==> src/hw/rtl/script_token_lexer_macros.svh <==
// Assertion helpers for the lexer RTL, included by stl_back.
`ifndef SCRIPT_TOKEN_LEXER_MACROS_SVH
`define SCRIPT_TOKEN_LEXER_MACROS_SVH

// Clocked property, disabled while reset is asserted.
`define STL_ASSERT(name, prop, msg) \
  name: assert property (@(posedge clk_i) disable iff (!rst_ni) (prop)) else $error(msg);

// Implication checked on the next clock edge.
`define STL_ASSERT_NEXT(name, cond, prop, msg) \
  name: assert property (@(posedge clk_i) disable iff (!rst_ni) (cond) |=> (prop)) \
    else $error(msg);

`endif

==> src/hw/rtl/stl_pkg.sv <==
package stl_pkg;

  localparam int unsigned RunDepth  = 4;
  localparam int unsigned MaxRes    = 4;
  localparam logic [15:0] OffsetCap = 16'hFFFF;

  localparam logic [5:0] K_INVALID    = 6'd0;
  localparam logic [5:0] K_EOF        = 6'd1;
  localparam logic [5:0] K_COMMENT    = 6'd2;
  localparam logic [5:0] K_WHITESPACE = 6'd3;
  localparam logic [5:0] K_IDENT      = 6'd4;
  localparam logic [5:0] K_INTEGER    = 6'd5;
  localparam logic [5:0] K_NUMBER     = 6'd6;
  localparam logic [5:0] K_LSTR       = 6'd7;
  localparam logic [5:0] K_RSTR       = 6'd8;
  localparam logic [5:0] K_SPAN       = 6'd9;
  localparam logic [5:0] K_FN         = 6'd10;
  localparam logic [5:0] K_VAR        = 6'd11;
  localparam logic [5:0] K_CONST      = 6'd12;
  localparam logic [5:0] K_IF         = 6'd13;
  localparam logic [5:0] K_ELSE       = 6'd14;
  localparam logic [5:0] K_FOR        = 6'd15;
  localparam logic [5:0] K_WHILE      = 6'd16;
  localparam logic [5:0] K_TRY        = 6'd17;
  localparam logic [5:0] K_CATCH      = 6'd18;
  localparam logic [5:0] K_RETURN     = 6'd19;
  localparam logic [5:0] K_BREAK      = 6'd20;
  localparam logic [5:0] K_CONTINUE   = 6'd21;
  localparam logic [5:0] K_NONE       = 6'd23;
  localparam logic [5:0] K_TRUE       = 6'd24;
  localparam logic [5:0] K_FALSE      = 6'd25;
  localparam logic [5:0] K_IS         = 6'd26;
  localparam logic [5:0] K_AS         = 6'd27;
  localparam logic [5:0] K_TYPEOF     = 6'd28;
  localparam logic [5:0] K_AND        = 6'd29;
  localparam logic [5:0] K_OR         = 6'd30;
  localparam logic [5:0] K_NOT        = 6'd31;
  localparam logic [5:0] K_LPAREN     = 6'd32;
  localparam logic [5:0] K_RPAREN     = 6'd33;
  localparam logic [5:0] K_LBRACKET   = 6'd34;
  localparam logic [5:0] K_RBRACKET   = 6'd35;
  localparam logic [5:0] K_LBRACE     = 6'd36;
  localparam logic [5:0] K_RBRACE     = 6'd37;
  localparam logic [5:0] K_COMMA      = 6'd38;
  localparam logic [5:0] K_HASH       = 6'd39;
  localparam logic [5:0] K_DOT        = 6'd40;
  localparam logic [5:0] K_COLON      = 6'd41;
  localparam logic [5:0] K_SEMICOLON  = 6'd42;
  localparam logic [5:0] K_ASSIGN     = 6'd43;
  localparam logic [5:0] K_EQ         = 6'd44;
  localparam logic [5:0] K_NEQ        = 6'd45;
  localparam logic [5:0] K_LT         = 6'd46;
  localparam logic [5:0] K_LTEQ       = 6'd47;
  localparam logic [5:0] K_GT         = 6'd48;
  localparam logic [5:0] K_GTEQ       = 6'd49;
  localparam logic [5:0] K_PLUS       = 6'd50;
  localparam logic [5:0] K_MINUS      = 6'd51;
  localparam logic [5:0] K_STAR       = 6'd52;
  localparam logic [5:0] K_SLASH      = 6'd53;
  localparam logic [5:0] K_PERCENT    = 6'd54;
  localparam logic [5:0] K_TILDE      = 6'd55;
  localparam logic [5:0] K_AMPERSAND  = 6'd56;
  localparam logic [5:0] K_PIPE       = 6'd57;
  localparam logic [5:0] K_CARET      = 6'd58;

  typedef struct packed {
    logic [7:0] char_byte;
    logic       byte_valid;
    logic       end_of_text;
  } in_item_t;

  typedef struct packed {
    logic [5:0]  token_kind;
    logic [15:0] token_start;
    logic [15:0] token_length;
    logic        lex_error;
    logic        last_of_run;
  } res_t;

  // All results caused by one input item.
  typedef struct packed {
    logic [$clog2(MaxRes)-1:0] last_idx;
    res_t [MaxRes-1:0]         res;
  } run_t;

endpackage

==> src/hw/rtl/stl_front.sv <==
module stl_front
  import stl_pkg::*;
(
  input  logic     clk_i,
  input  logic     rst_ni,
  input  logic     in_valid_i,
  input  logic     in_ready_i,
  input  in_item_t in_item_i,
  output logic     push_o,
  output run_t     run_o
);

  localparam logic [3:0] M_IDLE    = 4'd0;
  localparam logic [3:0] M_SPACE   = 4'd1;
  localparam logic [3:0] M_LINE    = 4'd2;
  localparam logic [3:0] M_BLOCK   = 4'd3;
  localparam logic [3:0] M_IDENT   = 4'd4;
  localparam logic [3:0] M_INT     = 4'd5;
  localparam logic [3:0] M_INT_DOT = 4'd6;
  localparam logic [3:0] M_FRAC    = 4'd7;
  localparam logic [3:0] M_STRING  = 4'd8;
  localparam logic [3:0] M_SLASH   = 4'd9;
  localparam logic [3:0] M_EQ      = 4'd10;
  localparam logic [3:0] M_BANG    = 4'd11;
  localparam logic [3:0] M_LT      = 4'd12;
  localparam logic [3:0] M_GT      = 4'd13;

  typedef struct packed {
    logic [1:0] n;
    res_t       a;
    res_t       b;
  } flush_t;

  logic [3:0]  mode_q, mode_d;
  logic [15:0] start_q, start_d;
  logic [15:0] off_q, off_d;
  logic [15:0] len_q, len_d;
  logic [15:0] dot_q, dot_d;
  logic [7:0]  la_q, la_d;
  logic        la_cnt_q, la_cnt_d;
  logic [63:0] kw_q, kw_d;
  logic        esc_q, esc_d;
  logic [2:0]  n_res;
  res_t [MaxRes-1:0] res;
  logic        accept;

  function automatic res_t mk(logic [5:0] k, logic [15:0] s, logic [15:0] l, logic e);
    res_t r;
    r.token_kind   = k;
    r.token_start  = s;
    r.token_length = l;
    r.lex_error    = e;
    r.last_of_run  = 1'b0;
    return r;
  endfunction

  function automatic logic [15:0] sat_add(logic [15:0] v, logic [1:0] d);
    logic [16:0] s;
    s = {1'b0, v} + {15'd0, d};
    return s[16] ? 16'hFFFF : s[15:0];
  endfunction

  function automatic logic [15:0] off_inc(logic [15:0] v);
    return (v < OffsetCap) ? v + 16'd1 : OffsetCap;
  endfunction

  function automatic logic is_space(logic [7:0] c);
    return (c == 8'h20) || (c >= 8'h09 && c <= 8'h0D);
  endfunction

  function automatic logic is_alpha(logic [7:0] c);
    return (c >= "a" && c <= "z") || (c >= "A" && c <= "Z");
  endfunction

  function automatic logic is_digit(logic [7:0] c);
    return c >= "0" && c <= "9";
  endfunction

  // The buffer holds the first byte in its low bits, so the literals are reversed.
  function automatic logic [5:0] kw_kind(logic [63:0] kb, logic [15:0] l);
    logic [5:0] k;
    k = K_IDENT;
    case (l)
      16'd2: begin
        if (kb == 64'("nf")) k = K_FN;
        else if (kb == 64'("fi")) k = K_IF;
        else if (kb == 64'("si")) k = K_IS;
        else if (kb == 64'("sa")) k = K_AS;
        else if (kb == 64'("ro")) k = K_OR;
      end
      16'd3: begin
        if (kb == 64'("rav")) k = K_VAR;
        else if (kb == 64'("rof")) k = K_FOR;
        else if (kb == 64'("yrt")) k = K_TRY;
        else if (kb == 64'("dna")) k = K_AND;
        else if (kb == 64'("ton")) k = K_NOT;
      end
      16'd4: begin
        if (kb == 64'("esle")) k = K_ELSE;
        else if (kb == 64'("enon")) k = K_NONE;
        else if (kb == 64'("eurt")) k = K_TRUE;
      end
      16'd5: begin
        if (kb == 64'("tsnoc")) k = K_CONST;
        else if (kb == 64'("elihw")) k = K_WHILE;
        else if (kb == 64'("hctac")) k = K_CATCH;
        else if (kb == 64'("kaerb")) k = K_BREAK;
        else if (kb == 64'("eslaf")) k = K_FALSE;
      end
      16'd6: begin
        if (kb == 64'("nruter")) k = K_RETURN;
        else if (kb == 64'("foepyt")) k = K_TYPEOF;
      end
      16'd8: begin
        if (kb == 64'("eunitnoc")) k = K_CONTINUE;
      end
      default: k = K_IDENT;
    endcase
    return k;
  endfunction

  function automatic logic [5:0] punct_kind(logic [7:0] c);
    logic [5:0] k;
    case (c)
      "(":     k = K_LPAREN;
      ")":     k = K_RPAREN;
      "[":     k = K_LBRACKET;
      "]":     k = K_RBRACKET;
      "{":     k = K_LBRACE;
      "}":     k = K_RBRACE;
      ",":     k = K_COMMA;
      "#":     k = K_HASH;
      ".":     k = K_DOT;
      ":":     k = K_COLON;
      ";":     k = K_SEMICOLON;
      "+":     k = K_PLUS;
      "-":     k = K_MINUS;
      "*":     k = K_STAR;
      "%":     k = K_PERCENT;
      "~":     k = K_TILDE;
      "&":     k = K_AMPERSAND;
      "|":     k = K_PIPE;
      "^":     k = K_CARET;
      default: k = K_INVALID;
    endcase
    return k;
  endfunction

  function automatic flush_t flush_f(logic [3:0] m, logic [15:0] s, logic [15:0] l,
                                     logic [15:0] d, logic [63:0] kb);
    flush_t f;
    f.n = 2'd1;
    f.a = mk(K_INVALID, s, 16'd1, 1'b0);
    f.b = mk(K_DOT, d, 16'd1, 1'b0);
    case (m)
      M_SPACE:   f.a = mk(K_WHITESPACE, s, l, 1'b0);
      M_LINE:    f.a = mk(K_COMMENT, s, l, 1'b0);
      M_BLOCK:   f.a = mk(K_COMMENT, s, l, 1'b0);
      M_IDENT:   f.a = mk((l > 16'd8) ? K_IDENT : kw_kind(kb, l), s, l, 1'b0);
      M_INT:     f.a = mk(K_INTEGER, s, l, 1'b0);
      M_INT_DOT: begin
        f.a = mk(K_INTEGER, s, l, 1'b0);
        f.n = 2'd2;
      end
      M_FRAC:    f.a = mk(K_NUMBER, s, l, 1'b0);
      M_STRING:  f.a = mk(K_INVALID, s, l, 1'b1);
      M_SLASH:   f.a = mk(K_SLASH, s, 16'd1, 1'b0);
      M_EQ:      f.a = mk(K_ASSIGN, s, 16'd1, 1'b0);
      M_BANG:    f.a = mk(K_INVALID, s, 16'd1, 1'b0);
      M_LT:      f.a = mk(K_LT, s, 16'd1, 1'b0);
      M_GT:      f.a = mk(K_GT, s, 16'd1, 1'b0);
      default:   f.n = 2'd0;
    endcase
    return f;
  endfunction

  assign accept = in_valid_i && in_ready_i;

  always_comb begin
    logic [7:0] c;
    logic       fall;
    logic       err;
    flush_t     f;
    c        = in_item_i.char_byte;
    fall     = 1'b0;
    err      = 1'b0;
    f        = '0;
    mode_d   = mode_q;
    start_d  = start_q;
    off_d    = off_q;
    len_d    = len_q;
    dot_d    = dot_q;
    la_d     = la_q;
    la_cnt_d = la_cnt_q;
    kw_d     = kw_q;
    esc_d    = esc_q;
    n_res    = 3'd0;
    res      = '0;

    if (in_item_i.byte_valid) begin
      case (mode_d)
        M_SPACE: begin
          if (is_space(c)) len_d = sat_add(len_d, 2'd1);
          else fall = 1'b1;
        end
        M_LINE: begin
          if (c != 8'h0A) len_d = sat_add(len_d, 2'd1);
          else fall = 1'b1;
        end
        M_BLOCK: begin
          len_d = sat_add(len_d, 2'd1);
          if (la_cnt_d && la_d == "*" && c == "/") begin
            res[n_res[1:0]] = mk(K_COMMENT, start_d, len_d, 1'b0);
            n_res    = n_res + 3'd1;
            mode_d   = M_IDLE;
            la_cnt_d = 1'b0;
            esc_d    = 1'b0;
          end else begin
            la_d     = c;
            la_cnt_d = (c == "*");
          end
        end
        M_IDENT: begin
          if (is_alpha(c) || is_digit(c) || c == "_") begin
            if (len_d < 16'd8) kw_d[{len_d[2:0], 3'b000} +: 8] = c;
            len_d = sat_add(len_d, 2'd1);
          end else begin
            fall = 1'b1;
          end
        end
        M_INT: begin
          if (is_digit(c)) begin
            len_d = sat_add(len_d, 2'd1);
          end else if (c == ".") begin
            mode_d   = M_INT_DOT;
            dot_d    = off_d;
            la_d     = c;
            la_cnt_d = 1'b1;
          end else begin
            fall = 1'b1;
          end
        end
        M_INT_DOT: begin
          if (is_digit(c)) begin
            len_d    = sat_add(len_d, 2'd2);
            mode_d   = M_FRAC;
            la_cnt_d = 1'b0;
          end else begin
            fall = 1'b1;
          end
        end
        M_FRAC: begin
          if (is_digit(c)) len_d = sat_add(len_d, 2'd1);
          else fall = 1'b1;
        end
        M_STRING: begin
          if (esc_d) begin
            esc_d = 1'b0;
            len_d = sat_add(len_d, 2'd1);
          end else if (c == "\"") begin
            res[n_res[1:0]] = mk(K_SPAN, start_d, len_d, 1'b0);
            n_res = n_res + 3'd1;
            res[n_res[1:0]] = mk(K_RSTR, off_d, 16'd1, 1'b0);
            n_res    = n_res + 3'd1;
            mode_d   = M_IDLE;
            la_cnt_d = 1'b0;
          end else begin
            if (c == "\\") esc_d = 1'b1;
            len_d = sat_add(len_d, 2'd1);
          end
        end
        M_SLASH: begin
          if (c == "/" || c == "*") begin
            mode_d   = (c == "/") ? M_LINE : M_BLOCK;
            len_d    = 16'd2;
            la_cnt_d = 1'b0;
          end else begin
            fall = 1'b1;
          end
        end
        M_EQ, M_BANG, M_LT, M_GT: begin
          if (c == "=") begin
            case (mode_d)
              M_EQ:    res[n_res[1:0]] = mk(K_EQ, start_d, 16'd2, 1'b0);
              M_BANG:  res[n_res[1:0]] = mk(K_NEQ, start_d, 16'd2, 1'b0);
              M_LT:    res[n_res[1:0]] = mk(K_LTEQ, start_d, 16'd2, 1'b0);
              default: res[n_res[1:0]] = mk(K_GTEQ, start_d, 16'd2, 1'b0);
            endcase
            n_res    = n_res + 3'd1;
            mode_d   = M_IDLE;
            la_cnt_d = 1'b0;
            esc_d    = 1'b0;
          end else begin
            fall = 1'b1;
          end
        end
        default: fall = 1'b1;
      endcase

      if (fall) begin
        f = flush_f(mode_d, start_d, len_d, dot_d, kw_d);
        if (f.n != 2'd0) begin
          res[n_res[1:0]] = f.a;
          n_res = n_res + 3'd1;
        end
        if (f.n == 2'd2) begin
          res[n_res[1:0]] = f.b;
          n_res = n_res + 3'd1;
        end
        mode_d   = M_IDLE;
        la_cnt_d = 1'b0;
        esc_d    = 1'b0;
        // The byte that ended the pending token now opens a new one.
        start_d  = off_d;
        len_d    = 16'd1;
        if (is_space(c)) begin
          mode_d = M_SPACE;
        end else if (c == "/") begin
          mode_d   = M_SLASH;
          la_d     = c;
          la_cnt_d = 1'b1;
        end else if (is_alpha(c)) begin
          mode_d = M_IDENT;
          kw_d   = {56'd0, c};
        end else if (is_digit(c)) begin
          mode_d = M_INT;
        end else if (c == "\"") begin
          res[n_res[1:0]] = mk(K_LSTR, off_d, 16'd1, 1'b0);
          n_res   = n_res + 3'd1;
          mode_d  = M_STRING;
          start_d = off_inc(off_d);
          len_d   = 16'd0;
        end else if (c == "=") begin
          mode_d = M_EQ;
        end else if (c == "!") begin
          mode_d = M_BANG;
        end else if (c == "<") begin
          mode_d = M_LT;
        end else if (c == ">") begin
          mode_d = M_GT;
        end else begin
          res[n_res[1:0]] = mk(punct_kind(c), off_d, 16'd1, 1'b0);
          n_res = n_res + 3'd1;
        end
      end
      off_d = off_inc(off_d);
    end

    if (in_item_i.end_of_text) begin
      err = (mode_d == M_STRING);
      f   = flush_f(mode_d, start_d, len_d, dot_d, kw_d);
      if (f.n != 2'd0) begin
        res[n_res[1:0]] = f.a;
        n_res = n_res + 3'd1;
      end
      if (f.n == 2'd2) begin
        res[n_res[1:0]] = f.b;
        n_res = n_res + 3'd1;
      end
      if (!err) begin
        res[n_res[1:0]] = mk(K_EOF, off_d, 16'd0, 1'b0);
        n_res = n_res + 3'd1;
      end
      mode_d   = M_IDLE;
      start_d  = '0;
      off_d    = '0;
      len_d    = '0;
      dot_d    = '0;
      la_cnt_d = 1'b0;
      kw_d     = '0;
      esc_d    = 1'b0;
    end
  end

  assign push_o       = accept && (n_res != 3'd0);
  assign run_o.res    = res;
  assign run_o.last_idx = 2'(n_res - 3'd1);

  always_ff @(posedge clk_i or negedge rst_ni) begin
    if (!rst_ni) begin
      mode_q   <= M_IDLE;
      start_q  <= '0;
      off_q    <= '0;
      len_q    <= '0;
      dot_q    <= '0;
      la_cnt_q <= 1'b0;
      kw_q     <= '0;
      esc_q    <= 1'b0;
    end else if (accept) begin
      mode_q   <= mode_d;
      start_q  <= start_d;
      off_q    <= off_d;
      len_q    <= len_d;
      dot_q    <= dot_d;
      la_cnt_q <= la_cnt_d;
      kw_q     <= kw_d;
      esc_q    <= esc_d;
    end
  end

  always_ff @(posedge clk_i) begin
    if (accept) la_q <= la_d;
  end

endmodule

==> src/hw/rtl/stl_back.sv <==
`include "script_token_lexer_macros.svh"

module stl_back
  import stl_pkg::*;
(
  input  logic clk_i,
  input  logic rst_ni,
  input  logic push_i,
  input  run_t run_i,
  output logic ready_o,
  output logic out_valid_o,
  input  logic out_ready_i,
  output res_t out_item_o
);

  localparam int unsigned PtrW = $clog2(RunDepth);

  run_t                     runs_q [RunDepth];
  logic [PtrW-1:0]          wptr_q, rptr_q;
  logic [PtrW:0]            count_q;
  logic [$clog2(MaxRes)-1:0] idx_q;
  logic                     last_res;
  logic                     pop;
  run_t                     head;

  assign head        = runs_q[rptr_q];
  assign ready_o     = (count_q != (PtrW+1)'(RunDepth));
  assign out_valid_o = (count_q != '0);
  assign last_res    = (idx_q == head.last_idx);
  assign pop         = out_valid_o && out_ready_i && last_res;

  always_comb begin
    out_item_o             = head.res[idx_q];
    out_item_o.last_of_run = last_res;
  end

  always_ff @(posedge clk_i) begin
    if (push_i) runs_q[wptr_q] <= run_i;
  end

  always_ff @(posedge clk_i or negedge rst_ni) begin
    if (!rst_ni) begin
      wptr_q  <= '0;
      rptr_q  <= '0;
      count_q <= '0;
      idx_q   <= '0;
    end else begin
      if (push_i) wptr_q <= wptr_q + 1'b1;
      if (pop) rptr_q <= rptr_q + 1'b1;
      count_q <= count_q + (PtrW+1)'(push_i) - (PtrW+1)'(pop);
      if (out_valid_o && out_ready_i) begin
        idx_q <= last_res ? '0 : idx_q + 1'b1;
      end
    end
  end

  `STL_ASSERT(a_count_bound, count_q <= (PtrW+1)'(RunDepth), "run queue overflow")
  `STL_ASSERT(a_no_push_full, !(push_i && !ready_o), "push into a full run queue")
  `STL_ASSERT(a_idx_in_run, !out_valid_o || (idx_q <= head.last_idx), "result index past run")
  `STL_ASSERT_NEXT(a_pop_drains, pop && !push_i, count_q == $past(count_q) - 1'b1, "pop lost")

endmodule

==> src/hw/rtl/script_token_lexer.sv <==
// Streaming tokenizer: takes one source byte per item and returns tokens as kind, start
// offset and length, zero to four results per item, the last marked by last_of_run. Items
// that cause no result are not queued. An item is accepted every cycle while the four-entry
// run queue has room. Its results are queued when it is accepted and reach the output after
// earlier runs; each run drains at one result per cycle while out_ready_i is high, so
// throughput is one item per cycle whenever items average at most one result, and the
// output port sets the pace otherwise. Tokens whose end depends on a later byte appear with
// that later item. An item with end_of_text flushes pending tokens, emits EOF (or one error
// result for an unterminated string) and returns the lexer to its reset state.
module script_token_lexer
  import stl_pkg::*;
(
  input  logic     clk_i,
  input  logic     rst_ni,
  input  logic     in_valid_i,
  output logic     in_ready_o,
  input  in_item_t in_item_i,
  output logic     out_valid_o,
  input  logic     out_ready_i,
  output res_t     out_item_o
);

  logic push;
  run_t run;

  stl_front u_front (
    .clk_i      (clk_i),
    .rst_ni     (rst_ni),
    .in_valid_i (in_valid_i),
    .in_ready_i (in_ready_o),
    .in_item_i  (in_item_i),
    .push_o     (push),
    .run_o      (run)
  );

  stl_back u_back (
    .clk_i       (clk_i),
    .rst_ni      (rst_ni),
    .push_i      (push),
    .run_i       (run),
    .ready_o     (in_ready_o),
    .out_valid_o (out_valid_o),
    .out_ready_i (out_ready_i),
    .out_item_o  (out_item_o)
  );

endmodule

==> config.mk <==
export PLATFORM = sky130hd
export DESIGN_NAME = script_token_lexer
export DESIGN_NICKNAME = d
export VERILOG_FILES = /design/src/hw/rtl/stl_pkg.sv /design/src/hw/rtl/stl_front.sv /design/src/hw/rtl/stl_back.sv /design/src/hw/rtl/script_token_lexer.sv
export VERILOG_INCLUDE_DIRS = /design/src /design/src/hw/rtl
export SDC_FILE = /design/constraint.sdc
export NUM_CORES = 2
export LEC_CHECK = 0
export BUFFER_PORTS_ARGS = -buffer_cell sky130_fd_sc_hd__buf_4
export CORE_MARGIN = 5
export CORE_UTILIZATION = 50
export DETAILED_ROUTE_END_ITERATION = 8
export GPL_TIMING_DRIVEN = 0
export PLACE_DENSITY = 0.7
export SKIP_CTS_REPAIR_TIMING = 1
export SLEW_MARGIN = 20
export SYNTH_ARGS = -nofsm -noshare
export SYNTH_HDL_FRONTEND = slang
export SYNTH_SLANG_ARGS = --single-unit
==> constraint.sdc <==
create_clock -name clk_i -period 19.7 [get_ports clk_i]
set_input_delay 2.955 -clock clk_i [delete_from_list [all_inputs] [get_ports clk_i]]
set_output_delay 2.955 -clock clk_i [all_outputs]
set_load 0.02 [all_outputs]
==> flow_summary.ini <==
[placed_design]
port_buffers = 53
gp_congestion = 1.10
place_hpwl_um = 167000
dpl.cell_count = 5814
place_ws_ns = 7.12

[global_route]
antenna_found_initial = 10
grt_pass1_vias = 41525
grt_pass1_wl_um = 314000
grtUsageTotal = 0.436
grt_start_max_net_pins = 87
gr-total-overflow = 0

[detailed_routing]
wl_per_cell_um = 37.6
met1_length_um = 83800
dr_wl_met3_um = 31100
viasPerCell = 7.44
drt-initial-drc-count = 7748
final_antenna_net_count = 0
topRoutingLayerUsed = met5
drt_wl_total_um = 224000
vias = 44365
wl_met2_um = 94800
drcViolationCount = 0
dr.pass1.iters = 7

[clock_network]
cts_buffers = 81
cts_tree = done
htreeDepth = 3
clock_latency_ns = 0.69
clock-root-buffer = clkbuf_16
clockBufferDepth = 3
cts.clk_slew.worst_paths_ns = 0.06
cts_sinks = 783

[synthesis]
syn_nets = 4536
yosys_warnings = 0
async_flop_share = 0.183
netlist_area_mm2 = 0.0472
avgSynthCellArea_um2 = 10.5
yosysSeqAreaShare = 0.483
synth-edff-count = 640
synth_seq_cells = 783
synth_ff_type = edfxtp_1
postSynthCellCount = 4487
synth_cell_types = 125

[sta]
fin_crit_ns = 12.37
finalHoldViolations = 0
slew_headroom = 0.122
setup_viol = 0
drv_slew = 0
max_freq_mhz = 80.8
post-route-period-util = 0.628
finalWorstSetupSlack_ns = 7.33
rsz0062_at_grt = false
fin_skew_ns = 0.0541
hold_ws_ns = 0.508
tightest_slew_ns = 1.30
tns_ns = 0

[pwr]
power.density_mw_per_mm2 = 167
p_int_uw = 4730
p_switching_uw = 4030
p_clk_frac = 0.184
p_leak_uw = 0.0172
p_comb_frac = 0.524
power_uw = 8760
swShare = 0.460
power_frac_seq = 0.292
peakVddDrop_mv = 0.0910

[floorplan]
io_pins = 56
core_area_mm2 = 0.0936
dieArea_mm2 = 0.101
std_cell_rows = 112
die_x_um = 317
fp.dieH_um = 317
initial_core_util = 0.505

[setup_path]
worstSetupPathType = in2reg
critical-path-max-stage-delay_ns = 0.74
crit_required_ns = 20.04
path_max_fanout = 35
cp_slowest_cell = nor4_1
end_kind = register
critPathMostFrequentCell = ha_1
cp.arrival_ns = 12.72
start_kind = primary input

[finish]
final_cell_count_no_fill = 5967
final_nets = 4693
nFillCells = 8090
syn_to_final_growth_pct = 11.1
drive_above_1_share = 0.124

[min_path]
hold_path_class = reg2reg

[run_status]
outcome = finished, final reports clean

[run]
cap_violations = 0
metrics by stage:
stage | area [um2] | utilization
finish | 52500 | 0.561
CTS | 52400 | 0.560
global placement | 49200 | 0.526
global route | 52500 | 0.561
floorplan | 47200 | -
detailed placement | 49700 | 0.531
worst max-delay path: cells and delay by family:
family | cells | cell delay [ns]
simple gates | 9 | 3.58
compound gates | 10 | 2.74
buf+inv | 7 | 1.93
fa+ha+maj | 4 | 1.12
mux | 1 | 0.30
state kept, by name, indices dropped and copies added (netlist names), 4 cells and up:
name             count
u_back.runs_q      632
u_front.kw_q        64
u_front.dot_q       16
u_front.len_q       16
u_front.off_q       16
u_front.start_q     16
u_front.la_q         8
u_front.mode_q       4
path summary, 6_finish.rpt:
path                                        end  slack (ns)  cells after the start              start
setup reg to reg           u_back.runs_q[3][65]        9.39                     29  u_front.mode_q[2]
setup / recovery           u_back.runs_q[3][65]        7.33                     31       in_item_i[4]
hold / removal                 u_front.kw_q[58]        0.51                      2   u_front.kw_q[58]
hold reg to reg                u_front.kw_q[58]        0.51                      2   u_front.kw_q[58]
min in group asynchronous      u_front.kw_q[26]        2.23                      1             rst_ni
max in group asynchronous      u_front.off_q[2]       16.54                      2             rst_ni
layout make-up:
class	count	area (um2)	share of cell area
Clock buffer	95	2100	0.0400
Clock inverter	51	634	0.0121
Sequential cell	783	22800	0.434
Tap cell	1254	1570	0.0299
Buffer	365	1480	0.0281
Timing Repair Buffer	74	816	0.0155
Antenna cell	6	15.0	0.000286
Multi-Input combinational cell	3290	22900	0.436
Inverter	49	184	0.00350
cell usage in the layout (no fill, tap or decap), types with 23 or more instances in the layout:
master,instances
clkbuf_1,284
and2_1,53
nor3_1,127
buf_4,57
and3_1,40
dfrtp_1,143
o22ai_1,45
or4_1,27
a21oi_1,362
nor2_1,450
nor2b_1,32
or3_1,30
nand4_1,51
buf_2,47
buf_1,23
ha_1,34
a211oi_1,44
mux2i_1,78
a221oi_1,68
nor4_1,51
o211ai_1,32
clkbuf_16,81
edfxtp_1,640
o21ai_0,319
nand2_1,430
a22o_1,40
a31oi_1,59
mux4_2,197
nand2b_1,27
inv_1,46
nand3_1,146
a22oi_1,46
synth_stat cells, types with 45 or more instances:
cell	number	share of area
nor3_1	129	0.014
mux2i_1	80	0.017
a211oi_1	46	0.0073
a221oi_1	68	0.013
dfrtp_1	143	0.076
nor2_1	450	0.036
o22ai_1	45	0.0060
and2_1	57	0.0076
mux4_2	197	0.094
a21oi_1	362	0.038
nand2_1	430	0.034
edfxtp_1	640	0.41
clkbuf_1	288	0.023
a22oi_1	46	0.0073
nand4_1	51	0.0068
nor4_1	53	0.0070
inv_1	46	0.0037
o21ai_0	323	0.034
a31oi_1	59	0.0078
nand3_1	146	0.015
metal layers:
layer / vias to the layer above / GRT usage
met4: 8 / 0.219
li1: 17901 / -
met5: - / 0.00677
met3: 758 / 0.144
met1: 21912 / 0.586
met2: 3786 / 0.635
cells by family (layout without fill, tap and decap cells):
kind of cell	count (synthesis)	in the layout	synth area share
other	0	6	0
and+or+nand+nor	1618	1618	0.170
xor gates and xnor gates	17	17	0.00315
adders and majority gates	35	35	0.00943
AOI/OAI and AO/OA	1320	1320	0.184
DFF	783	783	0.483
muxes	300	300	0.116
buffers and inverters	414	634	0.0345
power groups by stage:
stage,Clock (uW),Combinational [uW],Sequential (uW)
floorplan,0,2580,2560
global placement,0,4230,2640
detailed placement,0,4340,2560
CTS,1620,4390,2550
global route,1700,4710,2570
finish,1620,4590,2560
Power figures use the tool's default switching activity.
